[config.mk]
export PLATFORM = sky130hd
export DESIGN_NAME = key_slot_allocator_with_epochs_flat
export DESIGN_NICKNAME = d
export VERILOG_FILES = /design/src/rtl/ksa_pkg.sv /design/src/rtl/ksa_req_if.sv /design/src/rtl/ksa_rsp_if.sv /design/src/rtl/ksa_cfg_if.sv /design/src/rtl/key_slot_allocator_with_epochs.sv /design/src/rtl/ksa_ctrl.sv /design/src/rtl/ksa_dp.sv /design/src/flat_wrapper.sv
export SDC_FILE = /design/constraint.sdc
export NUM_CORES = 1
export LEC_CHECK = 0
export BUFFER_PORTS_ARGS = -buffer_cell sky130_fd_sc_hd__clkbuf_2
export CAP_MARGIN = 0
export CELL_PAD_IN_SITES_DETAIL_PLACEMENT = 1
export CELL_PAD_IN_SITES_GLOBAL_PLACEMENT = 2
export CORE_MARGIN = 1
export CORE_UTILIZATION = 49
export DETAILED_ROUTE_END_ITERATION = 10
export GPL_TIMING_DRIVEN = 1
export PLACE_DENSITY = 0.85
export REMOVE_ABC_BUFFERS = 1
export SYNTH_ARGS = -nofsm -noshare
export SYNTH_HDL_FRONTEND = slang
export SYNTH_SLANG_ARGS = --single-unit
export TNS_END_PERCENT = 1
[constraint.sdc]
create_clock -name clk -period 8.7 [get_ports clk]
set_clock_uncertainty 0.1 [all_clocks]
set_input_delay 0.435 -clock clk [delete_from_list [all_inputs] [get_ports clk]]
set_output_delay 0.435 -clock clk [all_outputs]
set_load 0.005 [all_outputs]
[src/rtl/ksa_pkg.sv]
// Shared types and constants for the key slot allocator.
// No dependencies; every other file refers to this package by scoped names.
package ksa_pkg;

  localparam int KEY_W   = 16;
  localparam int IDX_W   = 8;
  localparam int SLOT_W  = 5;
  localparam int EPOCH_W = 32;

  typedef enum logic [1:0] {
    CMD_ACQUIRE     = 2'd0,
    CMD_RELEASE     = 2'd1,
    CMD_RELEASE_ALL = 2'd2,
    CMD_QUERY       = 2'd3
  } cmd_t;

  // Which slot the epoch memory read port addresses
  typedef enum logic [1:0] {
    EP_SLOT0,
    EP_PICK,
    EP_QUERY
  } ep_sel_t;

  // Controller to datapath
  typedef struct packed {
    logic    take;      // input channel ready
    logic    claim0;    // claim slot 0 for the default key
    logic    ep_rd;     // read epoch memory, remember the address
    ep_sel_t ep_sel;
    logic    ep_bump;   // write back the bumped epoch at the remembered address
    logic    exec;      // apply acquire / release / release-all to the table
    logic    query;     // capture the query result
    logic    out_load;  // move the result into the output register
  } ctl_t;

  // Datapath to controller
  typedef struct packed {
    logic used0;
    logic need_bump;
    logic out_busy;
  } stat_t;

endpackage

[src/rtl/ksa_req_if.sv]
// Request channel: command, key and slot index with valid/ready.
// Depends on ksa_pkg.
interface ksa_req_if;
  logic                       valid;
  logic                       ready;
  ksa_pkg::cmd_t              cmd;
  logic [ksa_pkg::KEY_W-1:0]  key;
  logic [ksa_pkg::IDX_W-1:0]  slot_index;

  modport source(output valid, cmd, key, slot_index, input ready);
  modport sink(input valid, cmd, key, slot_index, output ready);
endinterface

[src/rtl/ksa_rsp_if.sv]
// Response channel: ok flag, slot and epoch with valid/ready.
// Depends on ksa_pkg.
interface ksa_rsp_if;
  logic                         valid;
  logic                         ready;
  logic                         ok;
  logic [ksa_pkg::SLOT_W-1:0]   slot;
  logic [ksa_pkg::EPOCH_W-1:0]  epoch;

  modport source(output valid, ok, slot, epoch, input ready);
  modport sink(input valid, ok, slot, epoch, output ready);
endinterface

[src/rtl/ksa_cfg_if.sv]
// Configuration write channel for the default key register.
// Depends on ksa_pkg.
interface ksa_cfg_if;
  logic                       valid;
  logic                       ready;
  logic [ksa_pkg::KEY_W-1:0]  default_key;

  modport source(output valid, default_key, input ready);
  modport sink(input valid, default_key, output ready);
endinterface

[src/rtl/key_slot_allocator_with_epochs.sv]
// Top level of the keyed slot allocator with per-slot epochs.
// Depends on ksa_pkg, ksa_req_if, ksa_rsp_if, ksa_cfg_if, ksa_ctrl and ksa_dp.
//
//   channel  dir  payload                         accepted when
//   req      in   cmd, key, slot_index            req.valid && req.ready
//   rsp      out  ok, slot, epoch                 rsp.valid && rsp.ready
//   cfg      in   default_key                     cfg.valid && cfg.ready
//
// One transaction at a time: a query reads the epoch memory, then takes the result;
// acquire/release/release-all first claim slot 0 when it is free, then execute, and
// a claim or new acquire slot bumps its epoch in the registered-read epoch memory.
// Synchronous active-high reset frees every slot and zeroes every epoch at once.
// A result waits in the output register while rsp stalls; the next request
// is taken once the pending result has moved there. req and cfg are not ready
// during reset; cfg is ready at every other cycle.
module key_slot_allocator_with_epochs #(
  parameter int SLOTS = 16
) (
  input  logic       clk,
  input  logic       rst,
  ksa_req_if.sink    req,
  ksa_rsp_if.source  rsp,
  ksa_cfg_if.sink    cfg
);

  ksa_pkg::ctl_t  ctl;
  ksa_pkg::stat_t stat;

  assign req.ready = ctl.take && !rst;
  assign cfg.ready = !rst;

  ksa_ctrl u_ctrl (
    .clk       (clk),
    .rst       (rst),
    .req_valid (req.valid),
    .req_cmd   (req.cmd),
    .stat      (stat),
    .ctl       (ctl)
  );

  ksa_dp #(
    .SLOTS (SLOTS)
  ) u_dp (
    .clk             (clk),
    .rst             (rst),
    .ctl             (ctl),
    .stat            (stat),
    .req_accept      (req.valid && ctl.take && !rst),
    .req_cmd         (req.cmd),
    .req_key         (req.key),
    .req_slot_index  (req.slot_index),
    .cfg_we          (cfg.valid),
    .cfg_default_key (cfg.default_key),
    .rsp_valid       (rsp.valid),
    .rsp_ready       (rsp.ready),
    .rsp_ok          (rsp.ok),
    .rsp_slot        (rsp.slot),
    .rsp_epoch       (rsp.epoch)
  );

endmodule

[src/rtl/ksa_ctrl.sv]
// Sequencer for the key slot allocator: one transaction at a time.
// Depends on ksa_pkg; drives ksa_dp through ctl_t and reads stat_t.
module ksa_ctrl (
  input  logic            clk,
  input  logic            rst,
  input  logic            req_valid,
  input  ksa_pkg::cmd_t   req_cmd,
  input  ksa_pkg::stat_t  stat,
  output ksa_pkg::ctl_t   ctl
);

  typedef enum logic [2:0] {
    S_IDLE,
    S_CLAIM,
    S_CLAIM_WR,
    S_EXEC,
    S_BUMP_WR,
    S_QRD,
    S_QRES,
    S_DONE
  } state_t;

  state_t state;
  state_t state_next;

  always_ff @(posedge clk) begin
    if (rst) begin
      state <= S_IDLE;
    end else begin
      state <= state_next;
    end
  end

  always_comb begin
    ctl        = '0;
    ctl.ep_sel = ksa_pkg::EP_SLOT0;
    state_next = state;
    case (state)
      S_IDLE: begin
        ctl.take = 1'b1;
        if (req_valid) begin
          state_next = (req_cmd == ksa_pkg::CMD_QUERY) ? S_QRD : S_CLAIM;
        end
      end
      S_CLAIM: begin
        if (!stat.used0) begin
          ctl.claim0 = 1'b1;
          ctl.ep_rd  = 1'b1;
          ctl.ep_sel = ksa_pkg::EP_SLOT0;
          state_next = S_CLAIM_WR;
        end else begin
          state_next = S_EXEC;
        end
      end
      S_CLAIM_WR: begin
        ctl.ep_bump = 1'b1;
        state_next  = S_EXEC;
      end
      S_EXEC: begin
        ctl.exec = 1'b1;
        if (stat.need_bump) begin
          ctl.ep_rd  = 1'b1;
          ctl.ep_sel = ksa_pkg::EP_PICK;
          state_next = S_BUMP_WR;
        end else begin
          state_next = S_DONE;
        end
      end
      S_BUMP_WR: begin
        ctl.ep_bump = 1'b1;
        state_next  = S_DONE;
      end
      S_QRD: begin
        ctl.ep_rd  = 1'b1;
        ctl.ep_sel = ksa_pkg::EP_QUERY;
        state_next = S_QRES;
      end
      S_QRES: begin
        ctl.query  = 1'b1;
        state_next = S_DONE;
      end
      S_DONE: begin
        // hold the result until the output register frees up
        if (!stat.out_busy) begin
          ctl.out_load = 1'b1;
          state_next   = S_IDLE;
        end
      end
      default: begin
        state_next = S_IDLE;
      end
    endcase
  end

endmodule

[src/rtl/ksa_dp.sv]
// Datapath of the key slot allocator: slot table, epoch memory, result registers.
// Depends on ksa_pkg; sequenced by ksa_ctrl.
module ksa_dp #(
  parameter int SLOTS = 16
) (
  input  logic                          clk,
  input  logic                          rst,
  input  ksa_pkg::ctl_t                 ctl,
  output ksa_pkg::stat_t                stat,
  input  logic                          req_accept,
  input  ksa_pkg::cmd_t                 req_cmd,
  input  logic [ksa_pkg::KEY_W-1:0]     req_key,
  input  logic [ksa_pkg::IDX_W-1:0]     req_slot_index,
  input  logic                          cfg_we,
  input  logic [ksa_pkg::KEY_W-1:0]     cfg_default_key,
  output logic                          rsp_valid,
  input  logic                          rsp_ready,
  output logic                          rsp_ok,
  output logic [ksa_pkg::SLOT_W-1:0]    rsp_slot,
  output logic [ksa_pkg::EPOCH_W-1:0]   rsp_epoch
);

  localparam int IW = (SLOTS > 1) ? $clog2(SLOTS) : 1;
  localparam logic [ksa_pkg::SLOT_W-1:0] FULL_SLOT = ksa_pkg::SLOT_W'(SLOTS % 32);

  // latched transaction
  ksa_pkg::cmd_t               cmd_r;
  logic [ksa_pkg::KEY_W-1:0]   key_r;
  logic [ksa_pkg::IDX_W-1:0]   idx_r;
  logic [ksa_pkg::KEY_W-1:0]   default_key;

  // slot table
  logic [SLOTS-1:0]            used;
  logic [ksa_pkg::KEY_W-1:0]   keys [SLOTS];

  // epoch memory, an entry never written reads as zero
  logic [ksa_pkg::EPOCH_W-1:0] ep_mem [SLOTS];
  logic [SLOTS-1:0]            ep_vld;
  logic [ksa_pkg::EPOCH_W-1:0] ep_q;
  logic                        ep_vq;
  logic [IW-1:0]               ep_addr;
  logic [IW-1:0]               ep_ra;
  logic                        ep_re;
  logic                        q_in_range;
  logic [ksa_pkg::EPOCH_W-1:0] ep_cur;
  logic [ksa_pkg::EPOCH_W-1:0] bump_val;

  // search results
  logic                        hit;
  logic [IW-1:0]               hit_idx;
  logic                        free;
  logic [IW-1:0]               free_idx;
  logic                        is_acq;

  // result
  logic                        res_ok;
  logic [ksa_pkg::SLOT_W-1:0]  res_slot;
  logic [ksa_pkg::EPOCH_W-1:0] res_epoch;

  always_ff @(posedge clk) begin
    if (req_accept) begin
      cmd_r <= req_cmd;
      key_r <= req_key;
      idx_r <= req_slot_index;
    end
  end

  always_ff @(posedge clk) begin
    if (rst) begin
      default_key <= '0;
    end else if (cfg_we) begin
      default_key <= cfg_default_key;
    end
  end

  // lowest used slot with a matching key, lowest free slot from 1 up
  always_comb begin
    hit      = 1'b0;
    hit_idx  = '0;
    free     = 1'b0;
    free_idx = '0;
    for (int i = SLOTS - 1; i >= 0; i--) begin
      if (used[i] && keys[i] == key_r) begin
        hit     = 1'b1;
        hit_idx = IW'(i);
      end
    end
    for (int i = SLOTS - 1; i >= 1; i--) begin
      if (!used[i]) begin
        free     = 1'b1;
        free_idx = IW'(i);
      end
    end
  end

  assign is_acq = (cmd_r == ksa_pkg::CMD_ACQUIRE);

  always_ff @(posedge clk) begin
    if (rst) begin
      used <= '0;
    end else begin
      if (ctl.claim0) begin
        used[0] <= 1'b1;
      end
      if (ctl.exec) begin
        case (cmd_r)
          ksa_pkg::CMD_ACQUIRE: begin
            if (!hit && free) begin
              used[free_idx] <= 1'b1;
            end
          end
          ksa_pkg::CMD_RELEASE: begin
            // the default key is never released
            if (key_r != default_key && hit) begin
              used[hit_idx] <= 1'b0;
            end
          end
          ksa_pkg::CMD_RELEASE_ALL: begin
            for (int i = 1; i < SLOTS; i++) begin
              used[i] <= 1'b0;
            end
          end
          default: begin
          end
        endcase
      end
    end
  end

  always_ff @(posedge clk) begin
    if (ctl.claim0) begin
      keys[0] <= default_key;
    end
    if (ctl.exec && is_acq && !hit && free) begin
      keys[free_idx] <= key_r;
    end
  end

  // epoch read-modify-write through one read and one write port
  assign q_in_range = (32'(idx_r) < SLOTS);

  always_comb begin
    case (ctl.ep_sel)
      ksa_pkg::EP_SLOT0: ep_ra = '0;
      ksa_pkg::EP_PICK:  ep_ra = free_idx;
      ksa_pkg::EP_QUERY: ep_ra = IW'(idx_r);
      default:           ep_ra = '0;
    endcase
  end

  assign ep_re    = ctl.ep_rd && (ctl.ep_sel != ksa_pkg::EP_QUERY || q_in_range);
  assign ep_cur   = ep_vq ? ep_q : '0;
  assign bump_val = (ep_cur == '1) ? ksa_pkg::EPOCH_W'(1) : ep_cur + 1'b1;

  always_ff @(posedge clk) begin
    if (ctl.ep_bump) begin
      ep_mem[ep_addr] <= bump_val;
    end
    if (ep_re) begin
      ep_q <= ep_mem[ep_ra];
    end
    if (ctl.ep_rd) begin
      ep_addr <= ep_ra;
    end
  end

  always_ff @(posedge clk) begin
    if (rst) begin
      ep_vld <= '0;
      ep_vq  <= 1'b0;
    end else begin
      if (ctl.ep_bump) begin
        ep_vld[ep_addr] <= 1'b1;
      end
      if (ctl.ep_rd) begin
        ep_vq <= ep_re ? ep_vld[ep_ra] : 1'b0;
      end
    end
  end

  always_ff @(posedge clk) begin
    if (ctl.exec) begin
      res_ok    <= is_acq && (hit || free);
      res_epoch <= '0;
      if (!is_acq) begin
        res_slot <= '0;
      end else if (hit) begin
        res_slot <= ksa_pkg::SLOT_W'(hit_idx);
      end else if (free) begin
        res_slot <= ksa_pkg::SLOT_W'(free_idx);
      end else begin
        res_slot <= FULL_SLOT;
      end
    end
    if (ctl.query) begin
      res_ok    <= 1'b0;
      res_slot  <= '0;
      res_epoch <= ep_cur;
    end
  end

  // output register
  always_ff @(posedge clk) begin
    if (rst) begin
      rsp_valid <= 1'b0;
    end else if (ctl.out_load) begin
      rsp_valid <= 1'b1;
    end else if (rsp_ready) begin
      rsp_valid <= 1'b0;
    end
  end

  always_ff @(posedge clk) begin
    if (ctl.out_load) begin
      rsp_ok    <= res_ok;
      rsp_slot  <= res_slot;
      rsp_epoch <= res_epoch;
    end
  end

  assign stat.used0     = used[0];
  assign stat.need_bump = is_acq && !hit && free;
  assign stat.out_busy  = rsp_valid && !rsp_ready;

endmodule
[src/flat_wrapper.sv]
// flat-port wrapper written by rule: the top's interface ports become plain ports
module key_slot_allocator_with_epochs_flat 
#(
  parameter int SLOTS = 16
)
  (clk, rst, req_valid, req_cmd, req_key, req_slot_index, req_ready, rsp_valid, rsp_ok, rsp_slot, rsp_epoch, rsp_ready, cfg_valid, cfg_default_key, cfg_ready);
  ksa_req_if req_i ();
  ksa_rsp_if rsp_i ();
  ksa_cfg_if cfg_i ();
  input  logic clk;
  input  logic rst;
  input wire logic [$bits(req_i.valid)-1:0] req_valid;
  input wire logic [$bits(req_i.cmd)-1:0] req_cmd;
  input wire logic [$bits(req_i.key)-1:0] req_key;
  input wire logic [$bits(req_i.slot_index)-1:0] req_slot_index;
  output wire logic [$bits(req_i.ready)-1:0] req_ready;
  output wire logic [$bits(rsp_i.valid)-1:0] rsp_valid;
  output wire logic [$bits(rsp_i.ok)-1:0] rsp_ok;
  output wire logic [$bits(rsp_i.slot)-1:0] rsp_slot;
  output wire logic [$bits(rsp_i.epoch)-1:0] rsp_epoch;
  input wire logic [$bits(rsp_i.ready)-1:0] rsp_ready;
  input wire logic [$bits(cfg_i.valid)-1:0] cfg_valid;
  input wire logic [$bits(cfg_i.default_key)-1:0] cfg_default_key;
  output wire logic [$bits(cfg_i.ready)-1:0] cfg_ready;
  assign req_i.valid = req_valid;
  assign req_i.cmd = req_cmd;
  assign req_i.key = req_key;
  assign req_i.slot_index = req_slot_index;
  assign req_ready = req_i.ready;
  assign rsp_valid = rsp_i.valid;
  assign rsp_ok = rsp_i.ok;
  assign rsp_slot = rsp_i.slot;
  assign rsp_epoch = rsp_i.epoch;
  assign rsp_i.ready = rsp_ready;
  assign cfg_i.valid = cfg_valid;
  assign cfg_i.default_key = cfg_default_key;
  assign cfg_ready = cfg_i.ready;
  key_slot_allocator_with_epochs #(.SLOTS(SLOTS)) u_core (.clk(clk), .rst(rst), .req(req_i), .rsp(rsp_i), .cfg(cfg_i));
endmodule
; ---- Yosys cells after proc, flatten, opt, wreduce, memory -nomap -nowiden
; Memory sizes are Yosys's and may differ from the RTL's. A register that Yosys moved wholly into a read port is not among the register bits.
; Index checks and enable logic that the tools add are counted.
[totals]
n_memories = 2
ff_bits = 159
wordCells = 227
in_bits = 47
ram_bits = 768
[mem_list]
columns = name, words, width, read_ports, rd_ports_with_merged_regs, wr, line
row1 = u_core.u_dp.ep_mem, 16, 32, 1, 1, 1, ksa_dp.sv:37  ; logic [ksa_pkg::EPOCH_W-1:0] ep_mem [SLOTS];
row2 = u_core.u_dp.keys, 16, 16, 16, 0, 1, ksa_dp.sv:34  ; logic [ksa_pkg::KEY_W-1:0] keys [SLOTS];
[classes]
n_eq_ne = 35
n_reduce_logical = 47
muxes = 113
add_sub_neg = 1
order_cmp = 8
n_bitwise = 4
[op_table]
columns = cell, count
row1 = == test 16 bit, 16
row2 = two-way mux 4 bit, 33
row3 = two-way mux 32 bit, 4
row4 = two-way mux 1 bit, 56
row5 = two-way mux 16 bit, 3
row6 = case mux 15 bit (3 select lines), 1
row7 = "adder 32 x 1 -> 32 bit, second input constant", 1
row8 = "== test 32 bit, second input constant", 1
row9 = logical AND 1 bit, 32
row10 = OR 16 bit, 2
row11 = case mux 3 bit (7 select lines), 1
row12 = "< comparator 4 x 5 -> 1 bit, second input constant", 4
row13 = bitwise AND 16 bit, 1
row14 = != test 16 bit, 1
row15 = NOT 16 bit, 1
row16 = OR reduction 16 bit, 1
row17 = two-way mux 5 bit, 3
row18 = demux 1 bit (select 4 bit), 3
row19 = "== test 3 bit, second input constant", 4
row20 = ">= comparator 4 x 1 -> 1 bit, second input constant", 3
row21 = two-way mux 3 bit, 4
row22 = case mux 3 bit (3 select lines), 1
row23 = "< comparator 8 x 5 -> 1 bit, second input constant", 1
row24 = "!= test 2 bit, second input constant", 4
row25 = 18 further kinds, 27

; ---- Longest topological paths before layout
; Gate-level depths: netlist of the first run.
; An unclocked memory read counts as a cell.
[depth]
ltp_word = 29
ltp_mapped = 17

; ---- Cells and area by module
; A second synthesis of the first run with hierarchy kept.
[unflattened]
cells_unflattened = 2570
hier_area_um2 = 39796.9
[modules_own_cells]
columns = module, seq_area_each_um2, instances, cells_per_inst, area_each_um2
row1 = ksa_dp, 28147.0, 1, 2535, 39514.1
row2 = ksa_ctrl, 60.1, 1, 32, 264.0
row3 = key_slot_allocator_with_epochs, 0.0, 1, 3, 18.8

; ---- Worst setup path after synthesis of the first run
; OpenSTA, ideal clock, no wires.
[synth_path]
path_kind = flip-flop to flip-flop
from = reg u_core.u_ctrl.state[1]
to = mem u_core.u_dp.ep_mem[0][0] (netlist bit) (enable)
arrival_time_ns = 3.553
path_stages_with_launch = 5
setup_ns = 0.470
t_required_ns = 8.130
slack_ns = 4.576
path_cell_list = dfxtp_1 -> buf_1 -> xnor2_1 -> nor4_1 -> nor3b_1
[synth_via]
elab_chain_cells = 5
word_cells_on_any_way = 6
classes_between = eq/ne: 2 / mux: 3 / reduce/logical: 1
[synth_rtl]
columns = element, line
row1 = "start, declared", ksa_ctrl.sv:23  ; state_t state;
row2 = "start signal, assigned", ksa_ctrl.sv:30  ; state <= state_next;
row3 = == test 3 bit / == test 3 x 2 -> 1 bit (equally long branches), ksa_ctrl.sv:38  ; case (state)
row4 = OR reduction 2 bit (no line) *, -
row5 = two-way mux 1 bit *, ksa_ctrl.sv:38
row6 = two-way mux 1 bit *, ksa_dp.sv:156  ; if (ctl.ep_bump) begin
row7 = two-way mux 1 bit (not written as such) *, ksa_dp.sv:157  ; ep_mem[ep_addr] <= bump_val;
row8 = "end, declared", ksa_dp.sv:37
; Mark *: on every way between the ends. The rest lies on a longest branch, timed or not.

; ---- Worst setup path in the final report of the first run
[layout_path]
from = reg u_core.u_dp.key_r[15] (netlist bit)
to = reg u_core.u_dp.ep_q[0] (netlist bit), read port of u_core.u_dp.ep_mem (data pin)
[layout_via]
elab_chain_cells = 26
word_cells_on_any_way = 59
classes_between = eq/ne: 19 / mux: 19 / reduce/logical: 21
[layout_rtl]
columns = element, line
row1 = "start, declared", ksa_dp.sv:28  ; logic [ksa_pkg::KEY_W-1:0] key_r;
row2 = "start signal, assigned", ksa_dp.sv:63  ; key_r <= req_key;
row3 = == test 16 bit, ksa_dp.sv:83  ; if (used[i] && keys[i] == key_r) begin
row4 = logical AND 1 bit, ksa_dp.sv:83
row5 = two-way mux 1 bit (15 in a row), ksa_dp.sv:83
row6 = two-way mux 1 bit *, ksa_dp.sv:83
row7 = logical NOT 1 bit *, ksa_dp.sv:222  ; assign stat.need_bump = is_acq && !hit && free;
row8 = logical AND 1 bit * (2 in a row), ksa_dp.sv:222
row9 = two-way mux 3 bit *, ksa_ctrl.sv:61  ; if (stat.need_bump) begin
row10 = case mux 3 bit (3 select lines) *, ksa_ctrl.sv:38
row11 = branches (longest 3 deep; another with case mux 4 bit (2 select lines)), -
row12 = "end, declared", ksa_dp.sv:39  ; logic [ksa_pkg::EPOCH_W-1:0] ep_q;
; Mark *: on every way between the ends.
; A chain may end at the register's enable or synchronous reset.

==> flow_metrics.tcl, run 1 <==
set metrics [dict create \
    syn_to_final_growth_pct 13.5 \
    hold_class "in2reg" \
    rows 104 \
    critPathArrivalTime_ns 6.14 \
    vias 25200 \
    synthTopCellsByArea "edfxtp_1, xnor2_1, nand2_1, mux2i_1, dfxtp_1" \
    drt_wl_total_mm 117 \
    nets 3108 \
    multi_input_area_um2 11200 \
    clock_latency_ns 0.67 \
    cts_buffers 100 \
    finalWeightedCongestion 0.867 \
    maxSlewHeadroom_pct 9.08 \
    grt_overflow 0 \
    finalCritPeriodShare_pct 67.6 \
    rsz0062_at_grt "false" \
    grt_pass1_wl_mm 172 \
    max-cap-violations 0 \
    drtIter0Drc 2316 \
    place_hpwl_mm 66.2 \
    crit_path_max_fanout 141 \
    post_cts_buffers 0 \
    power_density_nw_per_um2 223 \
    synth_area_um2 40100 \
    routedWlPerCell_um 27.9 \
    root_buffer "clkbuf_16" \
    internal-power_uw 7850 \
    final_cell_mix "edfxtp_1, nand2_1, nor2_1" \
    design.core.area_um2 80700 \
    ant_nets 0 \
    die_h_um 288 \
    dieArea_um2 82900 \
    yosysTopAreaCell "edfxtp_1" \
    cts.htree.levels 3 \
    timing.fmax_mhz 170 \
    tns_ns 0 \
    critical_path_class "reg2reg" \
    nFillCells 7811 \
    seqPwrFrac_pct 51.6 \
    slew_violations 0 \
    die_w_um 288 \
    violations "DRC" \
    power_uw 10100 \
    syn-instance-count 2910 \
    worstSetupStartpoint "u_core.u_dp.key_r[15]$_DFFE_PP_" \
    crit_path_cell_trace "xnor2_1 > nand3_1 > nor4_1 > a32o_1 > or4_4 > nor4_4 > a22o_4 > buf_12 > nand3_1 > a32oi_1 > o221ai_1" \
    seq_area_frac_synth_pct 70.4 \
    synth_seq_cells 959 \
    regArea_um2 28200 \
    hold_violations 0 \
    r2r_start "u_core.u_dp.key_r[15]$_DFFE_PP_" \
    setup_viol_count_final 0 \
    status "complete, but fails checks" \
    firstDrtPassIters 8 \
    clk_path_buf_depth 3 \
    tightest_slew_ns 1.36 \
    synth_edf_count 900 \
    grt_max_degree 157 \
    p_switching_uw 2280 \
    ir_drop_uv 215 \
    slowest_stage "edfxtp_1" \
    cts.sinks 959 \
    layout_commonest_cell "edfxtp_1" \
    period_minus_slack_ns 5.88 \
    vias_per_cell 6.00 \
    start_util_pct 49.7 \
    start_kind "register" \
    drc 8 \
    async_reset_ff_share_pct 0 \
    yosysUniqueCellTypes 64 \
    slowest_delay_ns 1.19 \
    yosysWarnings 0 \
    swShare_pct 22.5 \
    tritoncts "done" \
    synth_area_per_cell_um2 13.8 \
    grt_usage_pct 28.3 \
    antenna_found_initial 2 \
    clk_pin_slew_ns 0.06 \
    p_clk_share_pct 42.5 \
    cp.required_ns 8.96 \
    cpMostUsedCell "nand3_1" \
    synth_top_area_share_pct 67.4 \
    end_kind "register" \
    grt_pass1_vias 26800 \
    p_comb_share_pct 5.9 \
    holdCritStartpoint "req_valid" \
    leakage_uw 0.0150 \
    portBuffers 87 \
    synthFlopType "edfxtp_1" \
    drive_gt1_share_pct 12.1 \
    io-pin-count 88 \
]
-- logic make-up (layout without fill, tap and decap cells) --
family | count (synthesis) | in the layout | share of synthesized area [%]
adder cells (fa/ha/maj) | 4 | 4 | 0.125
XOR/XNOR | 301 | 301 | 6.58
flip-flops | 959 | 959 | 70.4
AO/OA/AOI/OAI | 222 | 222 | 3.98
buffers and inverters | 172 | 403 | 2.07
multiplexers | 138 | 138 | 3.50
other | 0 | 1 | 0
AND/OR/NAND/NOR | 1114 | 1114 | 13.4
-- metrics by stage --
stage	cells	utilization [%]	setup slack [ns]	hold WS, ns	instance area [um^2]
2_1_floorplan	2761	-	-14.76	0.300	39300
3_3_place_gp	3972	51.8	3.15	0.302	41800
3_5_place_dp	3972	51.8	2.96	0.306	41800
4_1_cts	4201	56.4	2.89	0.0784	45500
5_1_grt	4202	56.4	2.56	0.125	45500
6_report	4202	56.4	2.82	0.122	45500
-- state kept, by name (all words and copies together), names as in the netlist, 2 cells and up --
register / cells
u_core.u_dp.key_r: 16
u_core.u_dp.ep_addr: 4
u_core.u_dp.ep_vld: 16
u_core.u_dp.rsp_slot: 5
u_core.u_dp.ep_mem: 512
u_core.u_dp.idx_r: 8
u_core.u_dp.used: 16
u_core.u_dp.default_key: 16
u_core.u_dp.keys: 256
u_core.u_dp.rsp_epoch: 32
u_core.u_ctrl.state: 3
u_core.u_dp.res_slot: 5
u_core.u_dp.res_epoch: 32
u_core.u_dp.ep_q: 32
u_core.u_dp.cmd_r: 2
-- metal layers --
metal | GRT usage (%) | routed length, um
met5 | 0 | 17
met4 | 10.3 | 3980
met3 | 4.22 | 6420
met2 | 47.6 | 57800
met1 | 37.3 | 49000
-- synthesized netlist by cell type, types with 16 or more instances --
library cell	n
xnor2_1	242
inv_1	22
edfxtp_1	900
o21ai_0	80
nand4_1	97
mux2_2	16
and3_1	34
dfxtp_1	59
nor4_1	20
nor2_1	298
clkbuf_1	60
nor3_1	26
a32oi_1	37
and2_1	20
or2_2	22
o221ai_1	32
buf_2	57
nand3b_1	36
mux2i_1	122
xor2_1	59
nand3_1	153
buf_4	20
nand2_1	330
-- critical path, delay by kind of cell (launching register included) --
family                    cells  cell delay, ns
xor gates and xnor gates      1            0.28
buffers and inverters         1            0.50
and+or+nand+nor               5            1.66
DFF                           1            1.19
AOI/OAI and AO/OA             4            1.57
-- power by group through the flow --
stage	clock (uW)	combinational, uW	sequential (uW)
floorplan	0	368	5310
global placement	0	547	5310
detailed placement	0	570	5320
CTS	4360	592	5220
global route	4500	634	5230
finish	4310	597	5220
-- repair_timing --
| item | CTS | global route |
|---|---|---|
| resized for setup | 0 | 0 |
| hold buffers | 43 | 0 |
| setup endpoints to repair | 0 | 0 |
| endpoints found under the hold margin | 43 | 0 |
-- worst paths after layout --
check | endpoint | cells after the start | slack (ns)
worst min register to register | u_core.u_dp.rsp_epoch[11]$_DFFE_PP_ | 0 | 0.32
worst min-delay path | u_core.u_ctrl.state[0]$_SDFFE_PP0P_ | 3 | 0.12
worst max register to register | u_core.u_dp.ep_q[0]$_DFFE_PP_ | 11 | 2.82
worst max-delay path | u_core.u_dp.ep_q[0]$_DFFE_PP_ | 11 | 2.82
-- final cells by class --
cell class	count	share of cell area (%)
antenna	1	0.00550
clock buffer	135	6.04
clock inverter	51	1.21
inverter	23	0.201
multi-input combinational	1779	24.6
sequential	959	62.0
tap	1060	2.92
timing repair buffer	194	3.01
(Power assumes the default switching activity.)
==> run 2: changes to the inputs <==
--- a/config.mk
+++ b/config.mk
@@ -10,10 +10,10 @@
 export CELL_PAD_IN_SITES_DETAIL_PLACEMENT = 1
 export CELL_PAD_IN_SITES_GLOBAL_PLACEMENT = 2
 export CORE_MARGIN = 1
-export CORE_UTILIZATION = 49
+export CORE_UTILIZATION = 41
 export DETAILED_ROUTE_END_ITERATION = 10
 export GPL_TIMING_DRIVEN = 1
-export PLACE_DENSITY = 0.85
+export PLACE_DENSITY = 0.76
 export REMOVE_ABC_BUFFERS = 1
 export SYNTH_ARGS = -nofsm -noshare
 export SYNTH_HDL_FRONTEND = slang
==> constraint.sdc (replaced) <==
create_clock -name clk -period 4.9 [get_ports clk]
set_clock_uncertainty 0.1 [all_clocks]
set_input_delay 0.245 -clock clk [delete_from_list [all_inputs] [get_ports clk]]
set_output_delay 0.245 -clock clk [all_outputs]
set_load 0.005 [all_outputs]
==> flow_metrics.tcl, run 2 (synthesis results as in run 1) <==
set metrics [dict create \
    fin_cells 4502 \
    timing.fmax_mhz 215 \
    cts.htree.levels 3 \
    die_h_um 315 \
    setup_viol_count_final 0 \
    power_density_nw_per_um2 393 \
    end_kind "register" \
    swShare_pct 22.6 \
    firstDrtPassIters 5 \
    top_register "u_core.u_dp.ep_mem" \
    final_cell_mix "edfxtp_1, nand2_1, nor2_1" \
    vias_per_cell 5.63 \
    place_hpwl_mm 70.7 \
    place_area_um2 42600 \
    drtIter0Drc 1975 \
    clk_pin_slew_ns 0.06 \
    p_clk_share_pct 43.6 \
    slew_violations 0 \
    critPathBufInv 3 \
    grt_pass1_wl_mm 174 \
    seqPwrFrac_pct 50.4 \
    nFillCells 9711 \
    ir_drop_uv 272 \
    vias 25400 \
    cts.sinks 959 \
    grt_usage_pct 23.9 \
    drc 0 \
    start_kind "register" \
    root_buffer "clkbuf_16" \
    finalWeightedCongestion 0.881 \
    place_ws_ns 0.139 \
    drt_wl_total_mm 119 \
    grt_overflow 0 \
    hold_violations 0 \
    nets 3190 \
    grt_pass1_vias 26700 \
    antenna_found_initial 2 \
    cp_top_family "simple AND/OR/NAND/NOR gates" \
    dieArea_um2 99000 \
    io-pin-count 88 \
    crit_path_max_fanout 96 \
    holdCritStartpoint "req_slot_index[6]" \
    cp.required_ns 5.21 \
    worstSetupStartpoint "u_core.u_dp.key_r[6]$_DFFE_PP_" \
    syn_to_final_growth_pct 16.7 \
    finalCritPeriodShare_pct 94.9 \
    max-cap-violations 0 \
    design.core.area_um2 96700 \
    rsz0062_at_grt "false" \
    leakage_uw 0.0156 \
    period_minus_slack_ns 4.65 \
    tightest_slew_ns 1.21 \
    r2r_start "u_core.u_dp.key_r[6]$_DFFE_PP_" \
    cts_buffers 102 \
    final_area_um2 46800 \
    cpMostUsedCell "mux2i_1" \
    internal-power_uw 14200 \
    die_w_um 315 \
    reg_top3 "u_core.u_dp.ep_mem x512, u_core.u_dp.keys x256" \
    start_util_pct 41.4 \
    largest_reg_flops 512 \
    slowest_stage "edfxtp_1" \
    p_comb_share_pct 6.0 \
    slowest_delay_ns 0.56 \
    ant_nets 0 \
    finalCoreUtilization_pct 48.4 \
    layout_commonest_cell "edfxtp_1" \
    clk_path_buf_depth 3 \
    tritoncts "done" \
    clock_latency_ns 0.69 \
    critical_path_class "reg2reg" \
    fin_ws_ns 0.248 \
    hold_class "in2reg" \
    status "completed" \
    grt_max_degree 112 \
    numPlacedInstances 4244 \
    crit_path_cell_trace "buf_4 > xnor2_1 > or4b_1 > or4_1 > o22ai_2 > or4_4 > nor4_4 > a22oi_2 > buf_12 > buf_16 > mux2i_1 > mux2i_1 > a32oi_1 > o221ai_1" \
    drive_gt1_share_pct 14.1 \
    p_switching_uw 4160 \
    routedWlPerCell_um 26.5 \
    critPathArrivalTime_ns 4.96 \
    portBuffers 87 \
    n_antenna_cell 0 \
    rows 114 \
    maxSlewHeadroom_pct 19.1 \
]
-- run 2: cell types whose count changed in the layout (fill, tap and decap cells not counted), sizes merged --
cell,delta
dlygate4sd3,+18
clkinvlp,+2
bufinv,+3
clkbuf,-10
diode,-1
inv,+1
buf,+62
clkinv,+9
-- run 2: worst reg2reg max path, stage by stage (launching register included) --
cell	delay (ns)
edfxtp_1	0.56
buf_4	0.27
xnor2_1	0.28
or4b_1	0.47
or4_1	0.52
o22ai_2	0.24
or4_4	0.21
nor4_4	0.11
a22oi_2	0.24
buf_12	0.18
buf_16	0.38
mux2i_1	0.34
mux2i_1	0.11
a32oi_1	0.21
o221ai_1	0.14
-- run 2: final cells by class --
| cell class | count | area, um^2 | share of cell area, % |
|---|---|---|---|
| clock buffers | 125 | 2770 | 5.93 |
| clock inverters | 66 | 701 | 1.50 |
| inverters | 23 | 91.3 | 0.195 |
| multi-input cells | 1779 | 11200 | 23.9 |
| flip-flops and latches | 959 | 28200 | 60.3 |
| well taps | 1276 | 1600 | 3.41 |
| repair buffers | 274 | 2190 | 4.69 |
-- run 2: power groups by stage --
stage               Clock, uW  Combinational [uW]  Sequential, uW
floorplan                   0                 653            9430
finish                   8010                1110            9270
global route             8420                1180            9290
CTS                      8150                1100            9280
detailed placement          0                1050            9450
global placement            0                1020            9430
-- run 2: metrics by stage --
step | power (uW) | hold WS, ns | TNS [ns]
CTS | 18500 | 0.136 | 0
global route | 18900 | 0.176 | 0
global placement | 10500 | 0.301 | 0
detailed placement | 10500 | 0.306 | 0
floorplan | 10100 | 0.214 | -633.57
finish | 18400 | 0.187 | 0
-- run 2: worst paths after layout --
path	endpoint	slack, ns	depth (start not counted)
worst min-delay path	u_core.u_dp.idx_r[6]$_DFFE_PP_	0.19	2
worst max register to register	u_core.u_dp.ep_q[22]$_DFFE_PP_	0.25	14
worst max-delay path	u_core.u_dp.ep_q[22]$_DFFE_PP_	0.25	14
worst min register to register	u_core.u_dp.rsp_epoch[23]$_DFFE_PP_	0.32	0
-- run 2: metal layers --
layer,global-route usage (%),share of wire [%],wire [um],vias up
met1,31.8,43,50900,13200
met5,0,0,0,-
met2,40.5,49,58700,733
li1,-,-,-,11200
met3,3.18,5.1,6060,217
met4,7.59,2.9,3500,0
-- run 2: what timing repair did --
action                                 CTS  global route
hold buffers                            61             0
buffers inserted                         0             6
setup endpoints to repair                0            18
endpoints found under the hold margin   57             0
gates resized for setup                  0             3
==> run 3: changes to the inputs <==
--- a/config.mk
+++ b/config.mk
@@ -10,12 +10,13 @@
 export CELL_PAD_IN_SITES_DETAIL_PLACEMENT = 1
 export CELL_PAD_IN_SITES_GLOBAL_PLACEMENT = 2
 export CORE_MARGIN = 1
-export CORE_UTILIZATION = 41
+export CORE_UTILIZATION = 42
 export DETAILED_ROUTE_END_ITERATION = 10
 export GPL_TIMING_DRIVEN = 1
-export PLACE_DENSITY = 0.76
+export PLACE_DENSITY = 0.75
 export REMOVE_ABC_BUFFERS = 1
 export SYNTH_ARGS = -nofsm -noshare
 export SYNTH_HDL_FRONTEND = slang
+export SYNTH_HIERARCHICAL = 1
 export SYNTH_SLANG_ARGS = --single-unit
 export TNS_END_PERCENT = 1
==> flow_metrics.tcl, run 3 <==
set metrics [dict create \
    start_kind "register" \
    routedWlPerCell_um 26.4 \
    io-pin-count 88 \
    synth_area_per_cell_um2 15.5 \
    cp.required_ns 5.22 \
    rows 112 \
    crit_path_max_fanout 27 \
    reg2regPathDepth 23 \
    cp_top_family "simple AND/OR/NAND/NOR gates" \
    end_kind "register" \
    drive_gt1_share_pct 24.7 \
    syn-instance-count 2570 \
    r2r_start "u_core/u_dp/key_r[1]$_DFFE_PP_" \
    period_minus_slack_ns 5.08 \
    numPlacedInstances 4001 \
    rsz0062_at_grt "true" \
    holdPathStages 2 \
    async_reset_ff_share_pct 0 \
    syn_to_final_growth_pct 21.1 \
    status "complete, but fails checks" \
    clock_latency_ns 0.69 \
    slowest_stage "or4_1" \
    vias_per_cell 5.56 \
    place_ws_ns -0.457 \
    critical_path_class "reg2reg" \
    critPathArrivalTime_ns 5.40 \
    die_w_um 310 \
    drt_wl_total_mm 113 \
    layout_commonest_cell "edfxtp_1" \
    n_antenna_cell 0 \
    die_h_um 310 \
    cts_buffers 100 \
    ir_drop_uv 321 \
    holdCritStartpoint "rst" \
    grt_max_degree 66 \
    fin_cells 4287 \
    synth_seq_cells 959 \
    final_cell_mix "edfxtp_1, buf_4, nor2_1" \
    dieArea_um2 96000 \
    nets 3005 \
    maxSlewHeadroom_pct 21.8 \
    design.core.area_um2 93600 \
    cts.sinks 959 \
    route.met2.wl_mm 56.9 \
    antenna_found_initial 2 \
    ant_nets 0 \
    root_buffer "clkbuf_16" \
    synth_common_cells "edfxtp_1, nor2_1, xnor2_1, mux2i_1, a211oi_1" \
    slew_violations 0 \
    top_register "u_core/u_dp/ep_mem" \
    finalCritPeriodShare_pct 104 \
    seq_area_frac_synth_pct 70.9 \
    tightest_slew_ns 1.17 \
    yosysUniqueCellTypes 88 \
    violations "setup timing" \
    hold_class "in2reg" \
    synth_area_um2 39800 \
    grt_overflow 0 \
    yosysTopAreaCell "edfxtp_1" \
    tritoncts "done" \
    nFillCells 9004 \
    grt_usage_pct 23.5 \
    timing.fmax_mhz 197 \
    synth.most_common_cell "edfxtp_1" \
    yosysWarnings 6 \
    synthTopCellsByArea "edfxtp_1, xnor2_1, mux2i_1, mux2_2, dfxtp_1" \
    met1_length_mm 48.1 \
    synth_top_area_share_pct 67.9 \
    cts.htree.levels 3 \
    grt_pass1_wl_mm 166 \
    reg_top3 "u_core/u_dp/ep_mem x512, u_core/u_dp/keys x256" \
    synthFlopType "edfxtp_1" \
    finalCoreUtilization_pct 51.5 \
    crit_path_cell_trace "buf_12 > xor2_1 > nor4_2 > nand3_1 > or2_2 > nand4_1 > nor4_4 > and3_4 > and2_4 > buf_4 > ha_1 > o21a_1 > inv_2 > a21oi_4 > buf_12 > buf_12 > buf_12 > buf_8 > buf_6 > mux2_4 > nor2_4 > a211oi_2 > or4_1" \
    synth_edf_count 900 \
    hold_end "u_core/u_dp/used[3]$_SDFFE_PP0P_" \
    r2r_end "u_core/u_dp/ep_q[7]$_DFFE_PP_" \
    grt_pass1_vias 24900 \
    vias 23800 \
    fin_ws_ns -0.181 \
    critPathBufInv 8 \
    hold_violations 0 \
    finalWeightedCongestion 0.841 \
    drc 0 \
    cpMostUsedCell "buf_12" \
    setup_viol_count_final 32 \
    firstDrtPassIters 5 \
    power_density_nw_per_um2 380 \
    power_uw 18300 \
    top_layer "met4" \
    tns_ns -2.40 \
    portBuffers 87 \
    leakage_uw 0.0173 \
    drtIter0Drc 1828 \
    place_hpwl_mm 66.9 \
    start_util_pct 42.5 \
    slowest_delay_ns 0.51 \
    wl_met3_mm 5.81 \
    clk_pin_slew_ns 0.06 \
    max-cap-violations 0 \
    r2r_slack_ns -0.18 \
    largest_reg_flops 512 \
    clk_path_buf_depth 3 \
]
-- run 3: cells by family after synthesis --
kind of cell	count (synthesis)	share of synthesized area, %
simple gates	627	8.13
fa+ha+maj	6	0.189
flops	959	70.9
buf+inv	170	2.43
xor+xnor	303	6.67
compound gates	230	4.39
mux	275	7.32
-- run 3: final cells by class --
class	instances	area [um^2]	share of cell area, %
inverter	24	97.6	0.203
clock inverter	67	707	1.47
tap	1254	1570	3.26
multi-input combinational	1441	11000	22.8
clock buffer	116	2630	5.45
sequential	959	28200	58.6
timing repair buffer	426	3980	8.27
-- run 3: timing repair --
item	4_1_cts	5_1_grt
pin swaps	9	23
cloned	5	5
endpoints found under the setup margin	32	32
buffers inserted	21	27
endpoints found under the hold margin	49	0
resized for setup	23	54
hold buffers	45	0
-- run 3: worst max-delay path by stage --
stage | from | slack, ns | cells past startpoint | endpoint
4_1_cts | u_core/u_dp/key_r[15]$_DFFE_PP_ | -0.03 | 25 | u_core/u_dp/ep_q[7]$_DFFE_PP_
3_5_place_dp | u_core/u_dp/key_r[10]$_DFFE_PP_ | -0.46 | 20 | u_core/u_dp/ep_q[22]$_DFFE_PP_
2_1_floorplan | u_core/u_dp/key_r[3]$_DFFE_PP_ | -4.93 | 15 | u_core/u_dp/ep_q[0]$_DFFE_PP_
3_3_place_gp | u_core/u_dp/key_r[5]$_DFFE_PP_ | -0.38 | 20 | u_core/u_dp/ep_q[5]$_DFFE_PP_
5_1_grt | u_core/u_dp/key_r[15]$_DFFE_PP_ | -0.28 | 26 | u_core/u_dp/ep_q[7]$_DFFE_PP_
6_report | u_core/u_dp/key_r[1]$_DFFE_PP_ | -0.18 | 23 | u_core/u_dp/ep_q[7]$_DFFE_PP_
-- run 3: report_power, final --
part | total (uW) | switching [uW] | internal, uW
combinational | 1100 | 685 | 420
sequential | 9380 | 184 | 9190
clock | 7800 | 3240 | 4570
-- run 3: routing by layer --
| layer | track usage (%) | vias to the layer above |
|---|---|---|
| li1 | - | 10500 |
| met1 | 31.1 | 12500 |
| met2 | 40.7 | 671 |
| met3 | 3.16 | 174 |
| met4 | 5.88 | 0 |
| met5 | 0 | - |
-- run 3: metrics by stage --
stage          area (um^2)  hold slack (ns)
6_report             48200           0.0877
2_1_floorplan        38900            0.214
4_1_cts              47600          0.00724
3_3_place_gp         43400            0.303
3_5_place_dp         43400            0.305
5_1_grt              48200           0.0827
